<file path="src/swarq_pkg.sv">
// Shared types and constants for the sliding-window ARQ sender.
package swarq_pkg;

    localparam int SEQ_W         = 32;
    localparam int CFG_W         = 6;
    localparam int OUT_SLOT_W    = 6;
    localparam int MOD_STEP_BITS = 4;
    localparam int MOD_STEPS     = SEQ_W / MOD_STEP_BITS;
    localparam int MOD_CNT_W     = $clog2(MOD_STEPS);

    localparam logic [CFG_W-1:0] WINDOW_RESET = 6'd8;

    typedef enum logic [0:0] {
        CFG_WINDOW = 1'b0,
        CFG_MODE   = 1'b1
    } cfg_reg_t;

    typedef enum logic [1:0] {
        ACT_SEND    = 2'd0,
        ACT_ACK     = 2'd1,
        ACT_TIMEOUT = 2'd2,
        ACT_UNUSED  = 2'd3
    } action_t;

    typedef enum logic [2:0] {
        STAT_NEW    = 3'd0,
        STAT_RESEND = 3'd1,
        STAT_FULL   = 3'd2,
        STAT_ACK    = 3'd3,
        STAT_NONE   = 3'd4,
        STAT_ERROR  = 3'd5
    } status_t;

    typedef enum logic [2:0] {
        S_IDLE,
        S_MOD,
        S_EXEC,
        S_SLIDE,
        S_SCAN
    } state_t;

    typedef struct packed {
        action_t            action;
        logic [SEQ_W-1:0]   ack_seq;
        logic               ack_good;
    } in_item_t;

    typedef struct packed {
        status_t                status;
        logic [SEQ_W-1:0]       packet_seq;
        logic [OUT_SLOT_W-1:0]  slot_index;
        logic [SEQ_W-1:0]       window_base;
        logic                   last_of_run;
    } out_item_t;

    typedef struct packed {
        logic clear_all;
        logic set_en;
        logic clr_en;
    } amap_ctrl_t;

endpackage

</file>
<file path="src/sliding_window_arq_sender_core.sv">
// Top level of the sliding-window ARQ sender: window state, sequencer and result register.
//
//  channel   | signals                           | handshake
//  ----------+-----------------------------------+-------------------------------
//  item in   | start, busy, item                 | taken when start && !busy
//  result    | result_valid, result              | one-cycle strobe, no back-pressure
//  config    | cfg_wr_en, cfg_index, cfg_data    | written when cfg_wr_en is high
//
//  Send, timeout and selective-repeat good acks run the slot remainder through the shared
//  divider, which works through the sequence number four bits at a time.
//  Go-back-N acks, bad acks and unused actions skip the divider.
//  A base slide clears acknowledged slots in turn; a timeout scans each outstanding
//  sequence, up to the window size, with at most one result a cycle.
//  Reset (rst_n low) clears all window state and acknowledge flags at once.
module sliding_window_arq_sender_core #(
    parameter int MAX_WINDOW = 32
) (
    input  logic                                clk,
    input  logic                                rst_n,
    input  logic                                start,
    output logic                                busy,
    input  swarq_pkg::in_item_t                 item,
    input  logic                                cfg_wr_en,
    input  swarq_pkg::cfg_reg_t                 cfg_index,
    input  logic [swarq_pkg::CFG_W-1:0]         cfg_data,
    output logic                                result_valid,
    output swarq_pkg::out_item_t                result
);

    localparam int SLOT_W = $clog2(MAX_WINDOW + 1);
    localparam int RING_W = $clog2(MAX_WINDOW + 2);
    localparam int DEPTH  = MAX_WINDOW + 1;
    localparam logic [swarq_pkg::CFG_W-1:0] MAXW_CFG = swarq_pkg::CFG_W'(MAX_WINDOW);

    swarq_pkg::state_t               state_reg;
    swarq_pkg::state_t               state_next;
    swarq_pkg::in_item_t             item_reg;
    swarq_pkg::in_item_t             item_next;
    logic [swarq_pkg::CFG_W-1:0]     win_cfg_reg;
    logic                            repeat_mode_reg;
    logic [swarq_pkg::SEQ_W-1:0]     next_seq_reg;
    logic [swarq_pkg::SEQ_W-1:0]     next_seq_next;
    logic [swarq_pkg::SEQ_W-1:0]     base_seq_reg;
    logic [swarq_pkg::SEQ_W-1:0]     base_seq_next;
    logic [swarq_pkg::SEQ_W-1:0]     seq_reg;
    logic [swarq_pkg::SEQ_W-1:0]     seq_next;
    logic [SLOT_W-1:0]               slot_reg;
    logic [SLOT_W-1:0]               slot_next;
    logic [SLOT_W-1:0]               cnt_reg;
    logic [SLOT_W-1:0]               cnt_next;
    logic [SLOT_W-1:0]               lim_reg;
    logic [SLOT_W-1:0]               lim_next;
    logic                            pend_valid_reg;
    logic                            pend_valid_next;
    logic [swarq_pkg::SEQ_W-1:0]     pend_seq_reg;
    logic [swarq_pkg::SEQ_W-1:0]     pend_seq_next;
    logic [SLOT_W-1:0]               pend_slot_reg;
    logic [SLOT_W-1:0]               pend_slot_next;
    swarq_pkg::out_item_t            result_reg;
    swarq_pkg::out_item_t            result_next;
    logic                            result_valid_reg;
    logic                            result_valid_next;

    logic [SLOT_W-1:0]               win;
    logic [RING_W-1:0]               ring;
    logic [swarq_pkg::SEQ_W-1:0]     win_ext;
    logic [swarq_pkg::SEQ_W-1:0]     outstanding;
    logic [swarq_pkg::SEQ_W-1:0]     ack_d;
    logic [swarq_pkg::SEQ_W-1:0]     ack_past;
    logic                            accept;
    logic                            need_mod;
    logic [swarq_pkg::SEQ_W-1:0]     mod_dividend;
    logic                            mod_done;
    logic [SLOT_W-1:0]               mod_rem;
    logic                            sr_in_win;
    logic                            slide_start;
    logic                            slide_go;
    logic                            scan_more;
    logic                            scan_hit;
    logic [SLOT_W-1:0]               slot_step;
    logic                            cfg_clear;
    swarq_pkg::amap_ctrl_t           amap_ctrl;
    logic [SLOT_W-1:0]               amap_rd_addr;
    logic                            amap_rd_bit;

    assign win = (win_cfg_reg == '0) ? SLOT_W'(1) :
                 (win_cfg_reg > MAXW_CFG) ? SLOT_W'(MAX_WINDOW) :
                 win_cfg_reg[SLOT_W-1:0];
    assign ring    = RING_W'(win) + RING_W'(1);
    assign win_ext = swarq_pkg::SEQ_W'(win);

    assign outstanding = next_seq_reg - base_seq_reg;
    assign ack_d       = item_reg.ack_seq - base_seq_reg;
    assign ack_past    = item_reg.ack_seq - next_seq_reg;

    assign accept   = start && (state_reg == swarq_pkg::S_IDLE);
    assign busy     = (state_reg != swarq_pkg::S_IDLE);
    assign need_mod = (item.action == swarq_pkg::ACT_SEND) ||
                      (item.action == swarq_pkg::ACT_TIMEOUT) ||
                      ((item.action == swarq_pkg::ACT_ACK) && item.ack_good && repeat_mode_reg);
    assign mod_dividend = (item.action == swarq_pkg::ACT_SEND) ? next_seq_reg :
                          (item.action == swarq_pkg::ACT_ACK)  ? item.ack_seq : base_seq_reg;

    assign sr_in_win   = repeat_mode_reg && item_reg.ack_good && (ack_d < outstanding);
    assign slide_start = (item_reg.action == swarq_pkg::ACT_ACK) && sr_in_win && (ack_d == '0);
    assign slide_go    = (cnt_reg < win) && amap_rd_bit;
    assign scan_more   = (cnt_reg < lim_reg);
    assign scan_hit    = !(repeat_mode_reg && amap_rd_bit);
    assign slot_step   = ((seq_reg == '1) || (slot_reg == win)) ? '0 : slot_reg + 1'b1;

    assign cfg_clear = cfg_wr_en &&
                       ((cfg_index == swarq_pkg::CFG_WINDOW) || (cfg_index == swarq_pkg::CFG_MODE));

    swarq_mod_unit #(
        .SLOT_W (SLOT_W),
        .RING_W (RING_W)
    ) u_mod (
        .clk      (clk),
        .rst_n    (rst_n),
        .start    (accept && need_mod),
        .dividend (mod_dividend),
        .divisor  (ring),
        .done     (mod_done),
        .rem      (mod_rem)
    );

    swarq_ack_map #(
        .DEPTH (DEPTH),
        .AW    (SLOT_W)
    ) u_amap (
        .clk      (clk),
        .rst_n    (rst_n),
        .ctrl     (amap_ctrl),
        .set_addr (mod_rem),
        .clr_addr (slot_reg),
        .rd_addr  (amap_rd_addr),
        .rd_bit   (amap_rd_bit)
    );

    always_comb
    begin
        state_next = state_reg;
        case (state_reg)
            swarq_pkg::S_IDLE:
            begin
                if (accept)
                begin
                    state_next = need_mod ? swarq_pkg::S_MOD : swarq_pkg::S_EXEC;
                end
            end
            swarq_pkg::S_MOD:
            begin
                if (mod_done)
                begin
                    state_next = swarq_pkg::S_EXEC;
                end
            end
            swarq_pkg::S_EXEC:
            begin
                if (item_reg.action == swarq_pkg::ACT_TIMEOUT)
                begin
                    state_next = swarq_pkg::S_SCAN;
                end
                else if (slide_start)
                begin
                    state_next = swarq_pkg::S_SLIDE;
                end
                else
                begin
                    state_next = swarq_pkg::S_IDLE;
                end
            end
            swarq_pkg::S_SLIDE:
            begin
                if (!slide_go)
                begin
                    state_next = swarq_pkg::S_IDLE;
                end
            end
            swarq_pkg::S_SCAN:
            begin
                if (!scan_more)
                begin
                    state_next = swarq_pkg::S_IDLE;
                end
            end
            default:
            begin
                state_next = swarq_pkg::S_IDLE;
            end
        endcase
    end

    always_comb
    begin
        item_next         = item_reg;
        next_seq_next     = next_seq_reg;
        base_seq_next     = base_seq_reg;
        seq_next          = seq_reg;
        slot_next         = slot_reg;
        cnt_next          = cnt_reg;
        lim_next          = lim_reg;
        pend_valid_next   = pend_valid_reg;
        pend_seq_next     = pend_seq_reg;
        pend_slot_next    = pend_slot_reg;
        result_next       = result_reg;
        result_valid_next = 1'b0;
        amap_ctrl         = '0;
        amap_ctrl.clear_all = cfg_clear;
        amap_rd_addr      = slot_reg;

        case (state_reg)
            swarq_pkg::S_IDLE:
            begin
                if (accept)
                begin
                    item_next = item;
                end
            end
            swarq_pkg::S_MOD:
            begin
            end
            swarq_pkg::S_EXEC:
            begin
                amap_rd_addr = mod_rem;
                result_next.packet_seq  = '0;
                result_next.slot_index  = '0;
                result_next.last_of_run = 1'b1;
                case (item_reg.action)
                    swarq_pkg::ACT_SEND:
                    begin
                        result_valid_next = 1'b1;
                        if ((outstanding < win_ext) && !(repeat_mode_reg && amap_rd_bit))
                        begin
                            next_seq_next          = next_seq_reg + 1'b1;
                            result_next.status     = swarq_pkg::STAT_NEW;
                            result_next.packet_seq = next_seq_reg;
                            result_next.slot_index = swarq_pkg::OUT_SLOT_W'(mod_rem);
                        end
                        else
                        begin
                            result_next.status = swarq_pkg::STAT_FULL;
                        end
                    end
                    swarq_pkg::ACT_ACK:
                    begin
                        result_next.status = swarq_pkg::STAT_ACK;
                        if (item_reg.ack_good && !repeat_mode_reg)
                        begin
                            if (ack_d <= outstanding)
                            begin
                                base_seq_next = item_reg.ack_seq;
                            end
                            else if (!ack_past[swarq_pkg::SEQ_W-1])
                            begin
                                result_next.status = swarq_pkg::STAT_ERROR;
                            end
                        end
                        else if (item_reg.ack_good)
                        begin
                            if (sr_in_win)
                            begin
                                amap_ctrl.set_en = 1'b1;
                            end
                            else if (!ack_past[swarq_pkg::SEQ_W-1])
                            begin
                                result_next.status = swarq_pkg::STAT_ERROR;
                            end
                        end
                        if (slide_start)
                        begin
                            seq_next  = base_seq_reg;
                            slot_next = mod_rem;
                            cnt_next  = '0;
                        end
                        else
                        begin
                            result_valid_next = 1'b1;
                        end
                    end
                    swarq_pkg::ACT_TIMEOUT:
                    begin
                        lim_next        = (outstanding < win_ext) ?
                                          outstanding[SLOT_W-1:0] : win;
                        seq_next        = base_seq_reg;
                        slot_next       = mod_rem;
                        cnt_next        = '0;
                        pend_valid_next = 1'b0;
                    end
                    default:
                    begin
                        result_valid_next  = 1'b1;
                        result_next.status = swarq_pkg::STAT_ERROR;
                    end
                endcase
            end
            swarq_pkg::S_SLIDE:
            begin
                if (slide_go)
                begin
                    amap_ctrl.clr_en = 1'b1;
                    base_seq_next    = base_seq_reg + 1'b1;
                    seq_next         = seq_reg + 1'b1;
                    slot_next        = slot_step;
                    cnt_next         = cnt_reg + 1'b1;
                end
                else
                begin
                    result_valid_next       = 1'b1;
                    result_next.status      = swarq_pkg::STAT_ACK;
                    result_next.packet_seq  = '0;
                    result_next.slot_index  = '0;
                    result_next.last_of_run = 1'b1;
                end
            end
            swarq_pkg::S_SCAN:
            begin
                if (scan_more)
                begin
                    if (scan_hit)
                    begin
                        if (pend_valid_reg)
                        begin
                            result_valid_next       = 1'b1;
                            result_next.status      = swarq_pkg::STAT_RESEND;
                            result_next.packet_seq  = pend_seq_reg;
                            result_next.slot_index  = swarq_pkg::OUT_SLOT_W'(pend_slot_reg);
                            result_next.last_of_run = 1'b0;
                        end
                        pend_valid_next = 1'b1;
                        pend_seq_next   = seq_reg;
                        pend_slot_next  = slot_reg;
                    end
                    seq_next  = seq_reg + 1'b1;
                    slot_next = slot_step;
                    cnt_next  = cnt_reg + 1'b1;
                end
                else
                begin
                    result_valid_next       = 1'b1;
                    result_next.last_of_run = 1'b1;
                    if (pend_valid_reg)
                    begin
                        result_next.status     = swarq_pkg::STAT_RESEND;
                        result_next.packet_seq = pend_seq_reg;
                        result_next.slot_index = swarq_pkg::OUT_SLOT_W'(pend_slot_reg);
                    end
                    else
                    begin
                        result_next.status     = swarq_pkg::STAT_NONE;
                        result_next.packet_seq = '0;
                        result_next.slot_index = '0;
                    end
                end
            end
            default:
            begin
            end
        endcase

        if (result_valid_next)
        begin
            result_next.window_base = base_seq_next;
        end
    end

    always_ff @(posedge clk or negedge rst_n)
    begin
        if (!rst_n)
        begin
            state_reg        <= swarq_pkg::S_IDLE;
            win_cfg_reg      <= swarq_pkg::WINDOW_RESET;
            repeat_mode_reg  <= 1'b0;
            next_seq_reg     <= '0;
            base_seq_reg     <= '0;
            result_valid_reg <= 1'b0;
        end
        else
        begin
            state_reg        <= state_next;
            next_seq_reg     <= next_seq_next;
            base_seq_reg     <= base_seq_next;
            result_valid_reg <= result_valid_next;
            if (cfg_wr_en && (cfg_index == swarq_pkg::CFG_WINDOW))
            begin
                win_cfg_reg <= cfg_data;
            end
            if (cfg_wr_en && (cfg_index == swarq_pkg::CFG_MODE))
            begin
                repeat_mode_reg <= cfg_data[0];
            end
        end
    end

    always_ff @(posedge clk or negedge rst_n)
    begin
        if (!rst_n)
        begin
            pend_valid_reg <= 1'b0;
        end
        else
        begin
            pend_valid_reg <= pend_valid_next;
        end
    end

    always_ff @(posedge clk)
    begin
        item_reg      <= item_next;
        seq_reg       <= seq_next;
        slot_reg      <= slot_next;
        cnt_reg       <= cnt_next;
        lim_reg       <= lim_next;
        pend_seq_reg  <= pend_seq_next;
        pend_slot_reg <= pend_slot_next;
        result_reg    <= result_next;
    end

    assign result_valid = result_valid_reg;
    assign result       = result_reg;

endmodule

</file>
<file path="src/swarq_mod_unit.sv">
// Iterative remainder unit: sequence number modulo ring size, four bits per cycle.
module swarq_mod_unit #(
    parameter int SLOT_W = 6,
    parameter int RING_W = 6
) (
    input  logic                        clk,
    input  logic                        rst_n,
    input  logic                        start,
    input  logic [swarq_pkg::SEQ_W-1:0] dividend,
    input  logic [RING_W-1:0]           divisor,
    output logic                        done,
    output logic [SLOT_W-1:0]           rem
);

    logic                           run_reg;
    logic                           run_next;
    logic                           done_reg;
    logic                           done_next;
    logic [swarq_pkg::MOD_CNT_W-1:0] step_reg;
    logic [swarq_pkg::MOD_CNT_W-1:0] step_next;
    logic [swarq_pkg::SEQ_W-1:0]    dvd_reg;
    logic [swarq_pkg::SEQ_W-1:0]    dvd_next;
    logic [SLOT_W-1:0]              rem_reg;
    logic [SLOT_W-1:0]              rem_next;
    logic [SLOT_W-1:0]              rem_step;

    always_comb
    begin
        logic [SLOT_W:0] t;
        logic [SLOT_W:0] d_ext;
        d_ext = (SLOT_W+1)'(divisor);
        rem_step = rem_reg;
        for (int k = 0; k < swarq_pkg::MOD_STEP_BITS; k++)
        begin
            t = {rem_step, dvd_reg[swarq_pkg::SEQ_W-1-k]};
            if (t >= d_ext)
            begin
                t = t - d_ext;
            end
            rem_step = t[SLOT_W-1:0];
        end
    end

    always_comb
    begin
        run_next  = run_reg;
        done_next = 1'b0;
        step_next = step_reg;
        dvd_next  = dvd_reg;
        rem_next  = rem_reg;
        if (start)
        begin
            run_next  = 1'b1;
            step_next = '0;
            dvd_next  = dividend;
            rem_next  = '0;
        end
        else if (run_reg)
        begin
            rem_next  = rem_step;
            dvd_next  = dvd_reg << swarq_pkg::MOD_STEP_BITS;
            step_next = step_reg + 1'b1;
            if (step_reg == swarq_pkg::MOD_CNT_W'(swarq_pkg::MOD_STEPS - 1))
            begin
                run_next  = 1'b0;
                done_next = 1'b1;
            end
        end
    end

    always_ff @(posedge clk or negedge rst_n)
    begin
        if (!rst_n)
        begin
            run_reg  <= 1'b0;
            done_reg <= 1'b0;
        end
        else
        begin
            run_reg  <= run_next;
            done_reg <= done_next;
        end
    end

    always_ff @(posedge clk)
    begin
        step_reg <= step_next;
        dvd_reg  <= dvd_next;
        rem_reg  <= rem_next;
    end

    assign done = done_reg;
    assign rem  = rem_reg;

endmodule

</file>
<file path="src/swarq_ack_map.sv">
// Per-slot acknowledge flags with clear-all, single set, single clear and one read port.
module swarq_ack_map #(
    parameter int DEPTH = 33,
    parameter int AW    = 6
) (
    input  logic                  clk,
    input  logic                  rst_n,
    input  swarq_pkg::amap_ctrl_t ctrl,
    input  logic [AW-1:0]         set_addr,
    input  logic [AW-1:0]         clr_addr,
    input  logic [AW-1:0]         rd_addr,
    output logic                  rd_bit
);

    logic [DEPTH-1:0] bits_reg;
    logic [DEPTH-1:0] bits_next;

    always_comb
    begin
        bits_next = bits_reg;
        if (ctrl.clear_all)
        begin
            bits_next = '0;
        end
        else
        begin
            if (ctrl.set_en)
            begin
                bits_next[set_addr] = 1'b1;
            end
            if (ctrl.clr_en)
            begin
                bits_next[clr_addr] = 1'b0;
            end
        end
    end

    always_ff @(posedge clk or negedge rst_n)
    begin
        if (!rst_n)
        begin
            bits_reg <= '0;
        end
        else
        begin
            bits_reg <= bits_next;
        end
    end

    assign rd_bit = bits_reg[rd_addr];

endmodule
</file>
<file path="config.mk">
export PLATFORM = sky130hd
export DESIGN_NAME = sliding_window_arq_sender_core
export DESIGN_NICKNAME = d
export VERILOG_FILES = /design/src/swarq_pkg.sv /design/src/sliding_window_arq_sender_core.sv /design/src/swarq_mod_unit.sv /design/src/swarq_ack_map.sv
export SDC_FILE = /design/constraint.sdc
export NUM_CORES = 1
export LEC_CHECK = 0
export BUFFER_PORTS_ARGS = -buffer_cell sky130_fd_sc_hd__buf_2
export CORE_MARGIN = 2
export CORE_UTILIZATION = 60
export DETAILED_ROUTE_END_ITERATION = 12
export PLACE_DENSITY = 0.78
export SYNTH_ARGS = -nofsm -noshare
export SYNTH_HDL_FRONTEND = slang
export SYNTH_SLANG_ARGS = --single-unit
</file>
<file path="constraint.sdc">
create_clock -name clk -period 13.6 [get_ports clk]
set_clock_uncertainty 0.2 [all_clocks]
set_input_delay 0.68 -clock clk [delete_from_list [all_inputs] [get_ports clk]]
set_output_delay 0.68 -clock clk [all_outputs]
set_load 0.05 [all_outputs]
</file>
==> reports/summary.json, run 1 <==
{
  "clocking": {
    "cts_buffer_depth": 3,
    "ctsResizeCount": 0,
    "cts_setup_buffers": 0,
    "cell_chosen_for_the_clock_root": "sky130_fd_sc_hd__clkbuf_16",
    "cts_max_level": 2,
    "cts_tree": "built",
    "clkLatencyLatePin_ns": 0.58,
    "clock_sinks": 349,
    "clk_pin_slew_ns": 0.06,
    "cts_buffers": 38
  },
  "power": {
    "ir_drop_v": 0.0003015,
    "leakage_nw": 10.43,
    "power_density_nw_per_um2": 250.4
  },
  "die": {
    "row_count": 71,
    "floorplan.die_area_sq_um": 39890,
    "initial_utilization_pct": 61.03,
    "die-width_um": 199.7,
    "fp.dieH_um": 199.7,
    "ioPinCount": 122,
    "core_sq_um": 37670
  },
  "placement": {
    "post-dp-hpwl_um": 48320,
    "placedInstanceArea_sq_um": 24010,
    "port_buf_inserts": 121,
    "place_congestion": 0.9565
  },
  "timing": {
    "timing.slew.headroom_pct": 9.980,
    "max_slew.worst_pin.slew_ns": 1.340,
    "setup_total_negative_slack_ns": 0,
    "timing.final.crit_share_pct": 69.68,
    "max_freq_mhz": 105.5,
    "fin_hold_ws_ns": 0.09663,
    "timing.final.max_slew_violations": 0,
    "timing.final.crit_period_ns": 9.476,
    "finalSetupViolCount": 0,
    "finalHoldViolations": 0,
    "unrepaired_setup_endpoints_after_global_routing": "no"
  },
  "setup_path": {
    "critical_path_arrival_ns": 9.77,
    "worstPathMaxFanout": 9,
    "worst_setup_path_end_kind": "flop",
    "startpoint_type": "flop",
    "worstSetupPathType": "reg -> reg",
    "slowest_stage": "sky130_fd_sc_hd__o21ai_1",
    "worst_ep_required_time_ns": 13.89,
    "max_stage_delay_ns": 0.65,
    "timing.critical_path.mode_cell": "sky130_fd_sc_hd__ha_1"
  },
  "run_status": {
    "run_status": "complete, no violations"
  },
  "finish": {
    "diodes": 0,
    "post_route_cell_area_sq_um": 25310,
    "largest_register_ffs": 74,
    "layout-drive-gt1-share_pct": 11.07,
    "area_delta_synth_final_pct": 10.09,
    "layout.nets": 2639,
    "utilization_of_the_core_after_routing_pct": 67.18
  },
  "detailed_routing": {
    "wl_per_instance_um": 22.94,
    "route.detailed.drc": 0,
    "drtAntennaViolNets": 0,
    "vias": 19410,
    "drt_wl_total_um": 67870,
    "drtIter0Drc": 1837,
    "detailedRoute.firstPassIterationCount": 6,
    "via_per_inst": 6.560
  },
  "global_routing": {
    "grt_first_pass_wirelength_um": 104700,
    "grt_antenna_before_repair": 3,
    "grt_start_max_net_pins": 72,
    "globalRoute.totalOverflow": 0,
    "globalRouteTotalUtil_pct": 34.29,
    "first_global_vias": 18660
  },
  "run": {
    "count_of_maximum_capacitance_violations": 0
  },
  "synthesis": {
    "share_of_async_settable_or_async_resettable_flops_after_synthesis_pct": 31.81,
    "ys_dominant_reg_cell": "sky130_fd_sc_hd__edfxtp_1",
    "synthesis.area_per_instance_sq_um": 9.803,
    "synth.yosys.seq_area_share_pct": 42.79,
    "post_synthesis_cell_area_sq_um": 22990,
    "ys_warn_count": 0,
    "synth_edf_count": 229,
    "flops_latches_synth": 349,
    "syn-num-nets": 2567,
    "synth_cell_type_count": 90,
    "postSynthCellCount": 2345
  },
  "min_path": {
    "worstHoldPathType": "in -> reg"
  }
}
## final timing paths
path	start	endpoint	slack, ns	depth (start not counted)
min in group asynchronous	rst_n	win_cfg_reg[5]$_DFFE_PN0P_	0.47	2
max in group asynchronous	rst_n	base_seq_reg[17]$_DFF_PN0_	11.23	3
setup reg to reg	win_cfg_reg[3]$_DFFE_PN1P_	u_mod.rem[5]$_SDFFE_PP0P_	4.12	37
hold / removal	item[2]	item_reg[2]$_DFFE_PP_	0.1	1
setup / recovery	win_cfg_reg[3]$_DFFE_PN1P_	u_mod.rem[5]$_SDFFE_PP0P_	4.12	37
hold reg to reg	seq_reg[7]$_DFFE_PP_	pend_seq_reg[7]$_DFFE_PP_	0.26	0
## cell type report
type | count | area, sq um
clock buffers | 48 | 1020
well taps | 511 | 639.4
inverters | 140 | 525.5
repair buffers | 141 | 760.7
flip-flops and latches | 349 | 9837
clock inverters | 22 | 261.5
fillers | 2957 | 12360
multi-input cells | 1747 | 12260
## cells by family after synthesis
logic type,Yosys count,synth area share [%]
XOR/XNOR,145,5.525
AND/OR/NAND/NOR,654,14.15
AO/OA/AOI/OAI,667,18.84
adder cells (fa/ha/maj),184,10.15
multiplexers,97,4.398
buffers and inverters,249,4.158
flip-flops,349,42.79
## synthesized netlist by cell type, types with 7 or more instances
| library cell | n | area share (%) |
|---|---|---|
| sky130_fd_sc_hd__a21boi_0 | 10 | 0.33 |
| sky130_fd_sc_hd__mux2i_1 | 76 | 3.3 |
| sky130_fd_sc_hd__nor3_1 | 60 | 1.3 |
| sky130_fd_sc_hd__a41oi_1 | 8 | 0.30 |
| sky130_fd_sc_hd__dfrtp_1 | 110 | 12 |
| sky130_fd_sc_hd__xor2_1 | 53 | 2.0 |
| sky130_fd_sc_hd__a211oi_1 | 55 | 1.8 |
| sky130_fd_sc_hd__nand4_1 | 28 | 0.76 |
| sky130_fd_sc_hd__and4_1 | 8 | 0.30 |
| sky130_fd_sc_hd__ha_1 | 170 | 9.3 |
| sky130_fd_sc_hd__a22oi_1 | 10 | 0.33 |
| sky130_fd_sc_hd__nor2_1 | 120 | 2.0 |
| sky130_fd_sc_hd__or4_1 | 7 | 0.23 |
| sky130_fd_sc_hd__dfxtp_1 | 9 | 0.78 |
| sky130_fd_sc_hd__nor4_1 | 20 | 0.54 |
| sky130_fd_sc_hd__nand2b_1 | 23 | 0.63 |
| sky130_fd_sc_hd__a22o_1 | 39 | 1.5 |
| sky130_fd_sc_hd__or2_2 | 13 | 0.35 |
| sky130_fd_sc_hd__or3_1 | 12 | 0.33 |
| sky130_fd_sc_hd__a21o_1 | 60 | 2.0 |
| sky130_fd_sc_hd__and2_1 | 11 | 0.30 |
| sky130_fd_sc_hd__o22ai_1 | 31 | 0.84 |
| sky130_fd_sc_hd__inv_1 | 139 | 2.3 |
| sky130_fd_sc_hd__a21oi_1 | 167 | 3.6 |
| sky130_fd_sc_hd__mux2_2 | 17 | 0.83 |
| sky130_fd_sc_hd__edfxtp_1 | 229 | 30 |
| sky130_fd_sc_hd__clkbuf_1 | 98 | 1.6 |
| sky130_fd_sc_hd__nor2b_1 | 27 | 0.73 |
| sky130_fd_sc_hd__nand3_1 | 71 | 1.5 |
| sky130_fd_sc_hd__o21ai_0 | 156 | 3.4 |
| sky130_fd_sc_hd__a31oi_1 | 23 | 0.63 |
| sky130_fd_sc_hd__o21a_1 | 24 | 0.78 |
| sky130_fd_sc_hd__xnor2_1 | 92 | 3.5 |
| sky130_fd_sc_hd__o31ai_1 | 9 | 0.29 |
| sky130_fd_sc_hd__nand2_1 | 186 | 3.0 |
| sky130_fd_sc_hd__and3_1 | 41 | 1.1 |
## per-layer routing
| metal | GRT usage (%) | routed length [um] | share of wire, % | vias to the layer above |
|---|---|---|---|---|
| met4 | 16.30 | 2982 | 4.4 | 4 |
| met3 | 6.132 | 6837 | 10 | 174 |
| li1 | - | - | - | 8831 |
| met1 | 47.62 | 28190 | 42 | 9300 |
| met5 | 0 | 20 | 0.029 | - |
| met2 | 52.38 | 29840 | 44 | 1096 |
## repair_timing
action / in CTS / in global routing
endpoints found under the setup margin: 0 / 0
hold buffers: 1 / 0
endpoints found under the hold margin: 39 / 0
## cell usage in the layout, fill, tap and decap left out, drive strengths merged, types with 77 or more instances in the layout
master	n
nand2	187
inv	141
o21ai	160
ha	170
xnor2	92
buf	140
edfxtp	229
mux2i	77
nor2	120
dfrtp	110
a21oi	168
## where the power goes
| part | internal (mW) | switching (mW) |
|---|---|---|
| clock | 0.617 | 0.452 |
| sequential | 1.41 | 0.196 |
| combinational | 1.51 | 2.16 |
| total | 3.53 | 2.81 |
## worst max-delay path, delay by kind of cell (launching register included)
family                     cells  cell delay [ns]
and+or+nand+nor               12             1.65
muxes                          1             0.30
adders and majority gates      7             2.11
buffers and inverters          2             0.23
DFF                            1             0.59
AOI/OAI and AO/OA             14             3.91
xor gates and xnor gates       1             0.41
## stage by stage
stage	instances	total power, mW	setup WS [ns]
after global routing	2958	6.764	3.153
after CTS	2958	6.287	4.169
after detailed placement	2887	5.204	4.194
final	2958	6.338	4.124
after global placement	2887	5.083	4.444
after floorplan	2345	4.428	4.243
(Power assumes the default switching activity.)
==> inputs of run 2 (changes only) <==
--- a/config.mk
+++ b/config.mk
@@ -5,6 +5,7 @@
 export SDC_FILE = /design/constraint.sdc
 export NUM_CORES = 1
 export LEC_CHECK = 0
+export ABC_AREA = 1
 export BUFFER_PORTS_ARGS = -buffer_cell sky130_fd_sc_hd__buf_2
 export CORE_MARGIN = 2
 export CORE_UTILIZATION = 60
==> constraint.sdc (replaced) <==
create_clock -name clk -period 9.9 [get_ports clk]
set_clock_uncertainty 0.2 [all_clocks]
set_input_delay 0.495 -clock clk [delete_from_list [all_inputs] [get_ports clk]]
set_output_delay 0.495 -clock clk [all_outputs]
set_load 0.05 [all_outputs]
==> reports/summary.json, run 2 <==
{
  "die": {
    "floorplan.die_area": {"value": 41220, "unit": "sq um", "change": "+3.3%"},
    "initial_utilization": {"value": 61.08, "unit": "%", "change": "about the same"},
    "core": {"value": 38920, "unit": "sq um", "change": "+3.3%"},
    "fp.dieH": {"value": 203.0, "unit": "um", "change": "+1.7%"},
    "die-width": {"value": 203.0, "unit": "um", "change": "+1.7%"},
    "ioPinCount": {"value": 122, "change": "unchanged"},
    "row_count": {"value": 72, "change": "+1.4%"}
  },
  "min_path": {
    "whs_path_depth": {"value": 3, "change": "+2"},
    "worstHoldEndpoint": "repeat_mode_reg$_DFFE_PN0P_",
    "worst_hold_startpoint": "cfg_data[0]",
    "worstHoldPathType": "in -> reg"
  },
  "finish": {
    "layout-drive-gt1-share": {"value": 9.973, "unit": "%", "change": "-1.1 points"},
    "layout.cells.most_common_list": "sky130_fd_sc_hd__nand2_1 (601), sky130_fd_sc_hd__inv_1 (290), sky130_fd_sc_hd__edfxtp_1 (229)",
    "utilization_of_the_core_after_routing": {"value": 68.06, "unit": "%", "change": "+0.88 points"},
    "area_delta_synth_final_pct": 11.44,
    "layout.cells.most_common": "sky130_fd_sc_hd__nand2_1",
    "diodes": {"value": 0, "change": "unchanged"},
    "fillCellCount": {"value": 3182, "change": "+7.6%"},
    "post_layout_cell_count": {"value": 3536, "change": "+20%"},
    "largest_register_ffs": {"value": 74, "change": "unchanged"},
    "layout.nets": {"value": 3208, "change": "+22%"},
    "post_route_cell_area": {"value": 26490, "unit": "sq um", "change": "+4.7%"}
  },
  "timing": {
    "finalHoldViolations": {"value": 0, "change": "unchanged"},
    "max_freq": {"value": 121.7, "unit": "MHz", "change": "+15%"},
    "timing.final.max_slew_violations": {"value": 0, "change": "unchanged"},
    "finalSetupViolCount": {"value": 0, "change": "unchanged"},
    "unrepaired_setup_endpoints_after_global_routing": "no",
    "max_slew.worst_pin.slew": {"value": 1.410, "unit": "ns", "change": "+0.06991 ns"},
    "timing.final.crit_share": {"value": 83.02, "unit": "%", "change": "+13 points"},
    "setup_total_negative_slack": {"value": 0, "unit": "ns", "change": "unchanged"},
    "timing.slew.headroom": {"value": 5.283, "unit": "%", "change": "-4.7 points"},
    "timing.final.crit_period": {"value": 8.219, "unit": "ns", "change": "-1.258 ns"}
  },
  "placement": {
    "post-place-cells": {"value": 3424, "change": "+19%"},
    "post-dp-hpwl": {"value": 55970, "unit": "um", "change": "+16%"},
    "place_congestion": {"value": 1.012, "change": "+5.8%"},
    "placedInstanceArea": {"value": 24780, "unit": "sq um", "change": "+3.2%"},
    "port_buf_inserts": {"value": 121, "change": "unchanged"}
  },
  "clocking": {
    "cts_setup_buffers": {"value": 0, "change": "unchanged"},
    "cts_buffers": {"value": 40, "change": "+5.3%"},
    "cts_buffer_depth": {"value": 3, "change": "unchanged"},
    "clkLatencyLatePin": {"value": 0.55, "unit": "ns", "change": "-0.03 ns"},
    "clk_pin_slew": {"value": 0.06, "unit": "ns", "change": "about the same"},
    "cts_max_level": {"value": 2, "change": "unchanged"},
    "cell_chosen_for_the_clock_root": "sky130_fd_sc_hd__clkbuf_16",
    "clock_sinks": {"value": 349, "change": "unchanged"},
    "cts_tree": "built"
  },
  "detailed_routing": {
    "detailedRoute.firstPassIterationCount": {"value": 6, "change": "unchanged"},
    "via_per_inst": {"value": 6.225, "change": "-5.1%"},
    "wl_per_instance": {"value": 21.60, "unit": "um", "change": "-5.8%"},
    "drtAntennaViolNets": {"value": 0, "change": "unchanged"},
    "drtIter0Drc": {"value": 2443, "change": "+33%"},
    "drt_wl_total": {"value": 76390, "unit": "um", "change": "+13%"},
    "route.detailed.drc": {"value": 0, "change": "unchanged"},
    "vias": {"value": 22010, "change": "+13%"}
  },
  "global_routing": {
    "grt_start_max_net_pins": {"value": 83, "change": "+15%"},
    "first_global_vias": {"value": 21080, "change": "+13%"},
    "grt_first_pass_wirelength": {"value": 118400, "unit": "um", "change": "+13%"},
    "globalRouteTotalUtil": {"value": 36.98, "unit": "%", "change": "+2.7 points"},
    "globalRoute.totalOverflow": {"value": 0, "change": "unchanged"},
    "grt_antenna_before_repair": {"value": 1, "change": "-2"}
  },
  "setup_path": {
    "startpoint_type": "flop",
    "critical_path_arrival": {"value": 8.46, "unit": "ns", "change": "-1.31 ns"},
    "slowest_stage": "sky130_fd_sc_hd__dfstp_2",
    "reg2reg_from": "win_cfg_reg[3]$_DFFE_PN1P_",
    "timing.critical_path.mode_cell": "sky130_fd_sc_hd__nand2_1",
    "worst_ep_required_time": {"value": 10.14, "unit": "ns", "change": "-3.75 ns"},
    "max_stage_delay": {"value": 0.58, "unit": "ns", "change": "-0.07 ns"},
    "ff2ff_path_depth": {"value": 51, "change": "+38%"},
    "worstPathMaxFanout": {"value": 11, "change": "+2"},
    "regToRegSetupSlack": {"value": 1.68, "unit": "ns", "change": "-2.44 ns"},
    "worstSetupPathType": "reg -> reg",
    "worst_setup_path_end_kind": "flop",
    "critical_path.reg2reg.endpoint": "u_mod.rem[2]$_SDFFE_PP0P_"
  },
  "synthesis": {
    "flops_latches_synth": {"value": 349, "change": "unchanged"},
    "share_of_async_settable_or_async_resettable_flops_after_synthesis": {"value": 31.81, "unit": "%", "change": "unchanged"},
    "synth_top_cell_by_area": "sky130_fd_sc_hd__edfxtp_1",
    "syn-num-nets": {"value": 3097, "change": "+21%"},
    "yosys.cell_count.top_type": "sky130_fd_sc_hd__nand2_1",
    "post_synthesis_cell_area": {"value": 23770, "unit": "sq um", "change": "+3.4%"},
    "synth.top_cell.area_share": {"value": 28.93, "unit": "%", "change": "-0.98 points"},
    "top_cells_by_area_synth": "sky130_fd_sc_hd__edfxtp_1 (29%), sky130_fd_sc_hd__dfrtp_1 (12%), sky130_fd_sc_hd__nand2_1 (9.5%), sky130_fd_sc_hd__ha_1 (8.9%), sky130_fd_sc_hd__inv_1 (4.6%)",
    "synth_edf_count": {"value": 229, "change": "unchanged"},
    "ys_dominant_reg_cell": "sky130_fd_sc_hd__edfxtp_1",
    "synth_cell_type_count": {"value": 68, "change": "-24%"},
    "synthesis.area_per_instance": {"value": 8.267, "unit": "sq um", "change": "-16%"},
    "postSynthCellCount": {"value": 2875, "change": "+23%"},
    "ys_warn_count": {"value": 0, "change": "unchanged"},
    "yosys-top-cells-count": "sky130_fd_sc_hd__nand2_1 (602), sky130_fd_sc_hd__inv_1 (291), sky130_fd_sc_hd__edfxtp_1 (229), sky130_fd_sc_hd__nor2_1 (218), sky130_fd_sc_hd__a21oi_1 (204)",
    "synth.yosys.seq_area_share": {"value": 41.38, "unit": "%", "change": "-1.4 points"}
  },
  "run": {
    "count_of_maximum_capacitance_violations": {"value": 0, "change": "unchanged"}
  },
  "run_status": {
    "run_status": "complete, no violations"
  }
}
==> run 2: cell count changes after synthesis, moves of 36 or more <==
cell,previous run,this run
sky130_fd_sc_hd__nand2_1,186,602
sky130_fd_sc_hd__inv_1,139,291
sky130_fd_sc_hd__nor2_1,120,218
sky130_fd_sc_hd__nand4_1,28,115
sky130_fd_sc_hd__mux2i_1,76,0
sky130_fd_sc_hd__nand3_1,71,143
sky130_fd_sc_hd__xnor2_1,92,28
sky130_fd_sc_hd__xor2_1,53,106
sky130_fd_sc_hd__a211oi_1,55,3
sky130_fd_sc_hd__a21o_1,60,11
sky130_fd_sc_hd__and3_1,41,2
sky130_fd_sc_hd__a21oi_1,167,204
sky130_fd_sc_hd__a22o_1,39,3
sky130_fd_sc_hd__o21ai_0,156,192
==> run 2: logic make-up (layout without fill, tap and decap cells) <==
kind of cell | count (synthesis) | count (layout) | synth area share [%]
compound gates | 571 | 571 | 14.10
xor+xnor | 134 | 134 | 4.938
fa+ha+maj | 176 | 176 | 9.454
buf+inv | 423 | 566 | 6.827
flops | 349 | 349 | 41.38
mux | 3 | 3 | 0.1421
simple gates | 1219 | 1219 | 23.16
==> run 2: layout make-up <==
type	instances	area [sq um]	area share, %
well taps	518	648.1	2.447
flip-flops and latches	349	9836	37.13
clock buffers	55	1191	4.497
multi-input cells	2103	12340	46.60
repair buffers	182	1161	4.384
inverters	310	1169	4.412
clock inverters	19	140.1	0.5290
==> run 2: critical path: cells and delay by family, from the launching register on <==
kind | cells | cell delay [ns]
flip-flops | 1 | 0.58
XOR/XNOR | 1 | 0.43
AND/OR/NAND/NOR | 31 | 2.96
AO/OA/AOI/OAI | 8 | 1.71
buffers and inverters | 6 | 0.46
adder cells (fa/ha/maj) | 5 | 1.76
==> run 2: routing by layer <==
metal	GRT usage [%]	routed length, um	vias up
met5	0	10	-
met4	22.31	5180	2
met3	4.799	6063	272
met2	60.82	35850	1193
met1	46.76	29280	10320
li1	-	-	10230
==> run 2: timing repair <==
item,4_1_cts,5_1_grt
hold buffers,38,0
resized for setup,0,0
endpoints found under the hold margin,80,0
==> run 2: through the flow <==
| stage | hold slack (ns) | setup slack (ns) |
|---|---|---|
| floorplan | -0.0005910 | 2.886 |
| global placement | 0.2295 | 2.060 |
| detailed placement | 0.2323 | 1.808 |
| CTS | 0.001200 | 1.778 |
| global route | 0.01383 | 0.8830 |
| finish | 0.02662 | 1.681 |
==> run 2: worst max-delay path by stage <==
stage                                     startpoint                   endpoint  slack, ns  cells after the start
after floorplan           win_cfg_reg[3]$_DFFE_PN1P_  u_mod.rem[4]$_SDFFE_PP0P_       2.89                     52
after global placement    win_cfg_reg[3]$_DFFE_PN1P_  u_mod.rem[2]$_SDFFE_PP0P_       2.06                     51
after detailed placement  win_cfg_reg[3]$_DFFE_PN1P_  u_mod.rem[2]$_SDFFE_PP0P_       1.81                     51
after CTS                 win_cfg_reg[3]$_DFFE_PN1P_  u_mod.rem[2]$_SDFFE_PP0P_       1.78                     51
after global routing      win_cfg_reg[5]$_DFFE_PN0P_  u_mod.rem[4]$_SDFFE_PP0P_       0.88                     49
final                     win_cfg_reg[3]$_DFFE_PN1P_  u_mod.rem[2]$_SDFFE_PP0P_       1.68                     51
Power of run 2 is not shown: default switching activity piles up to over one toggle a cycle in this logic, so the estimate is an artifact.
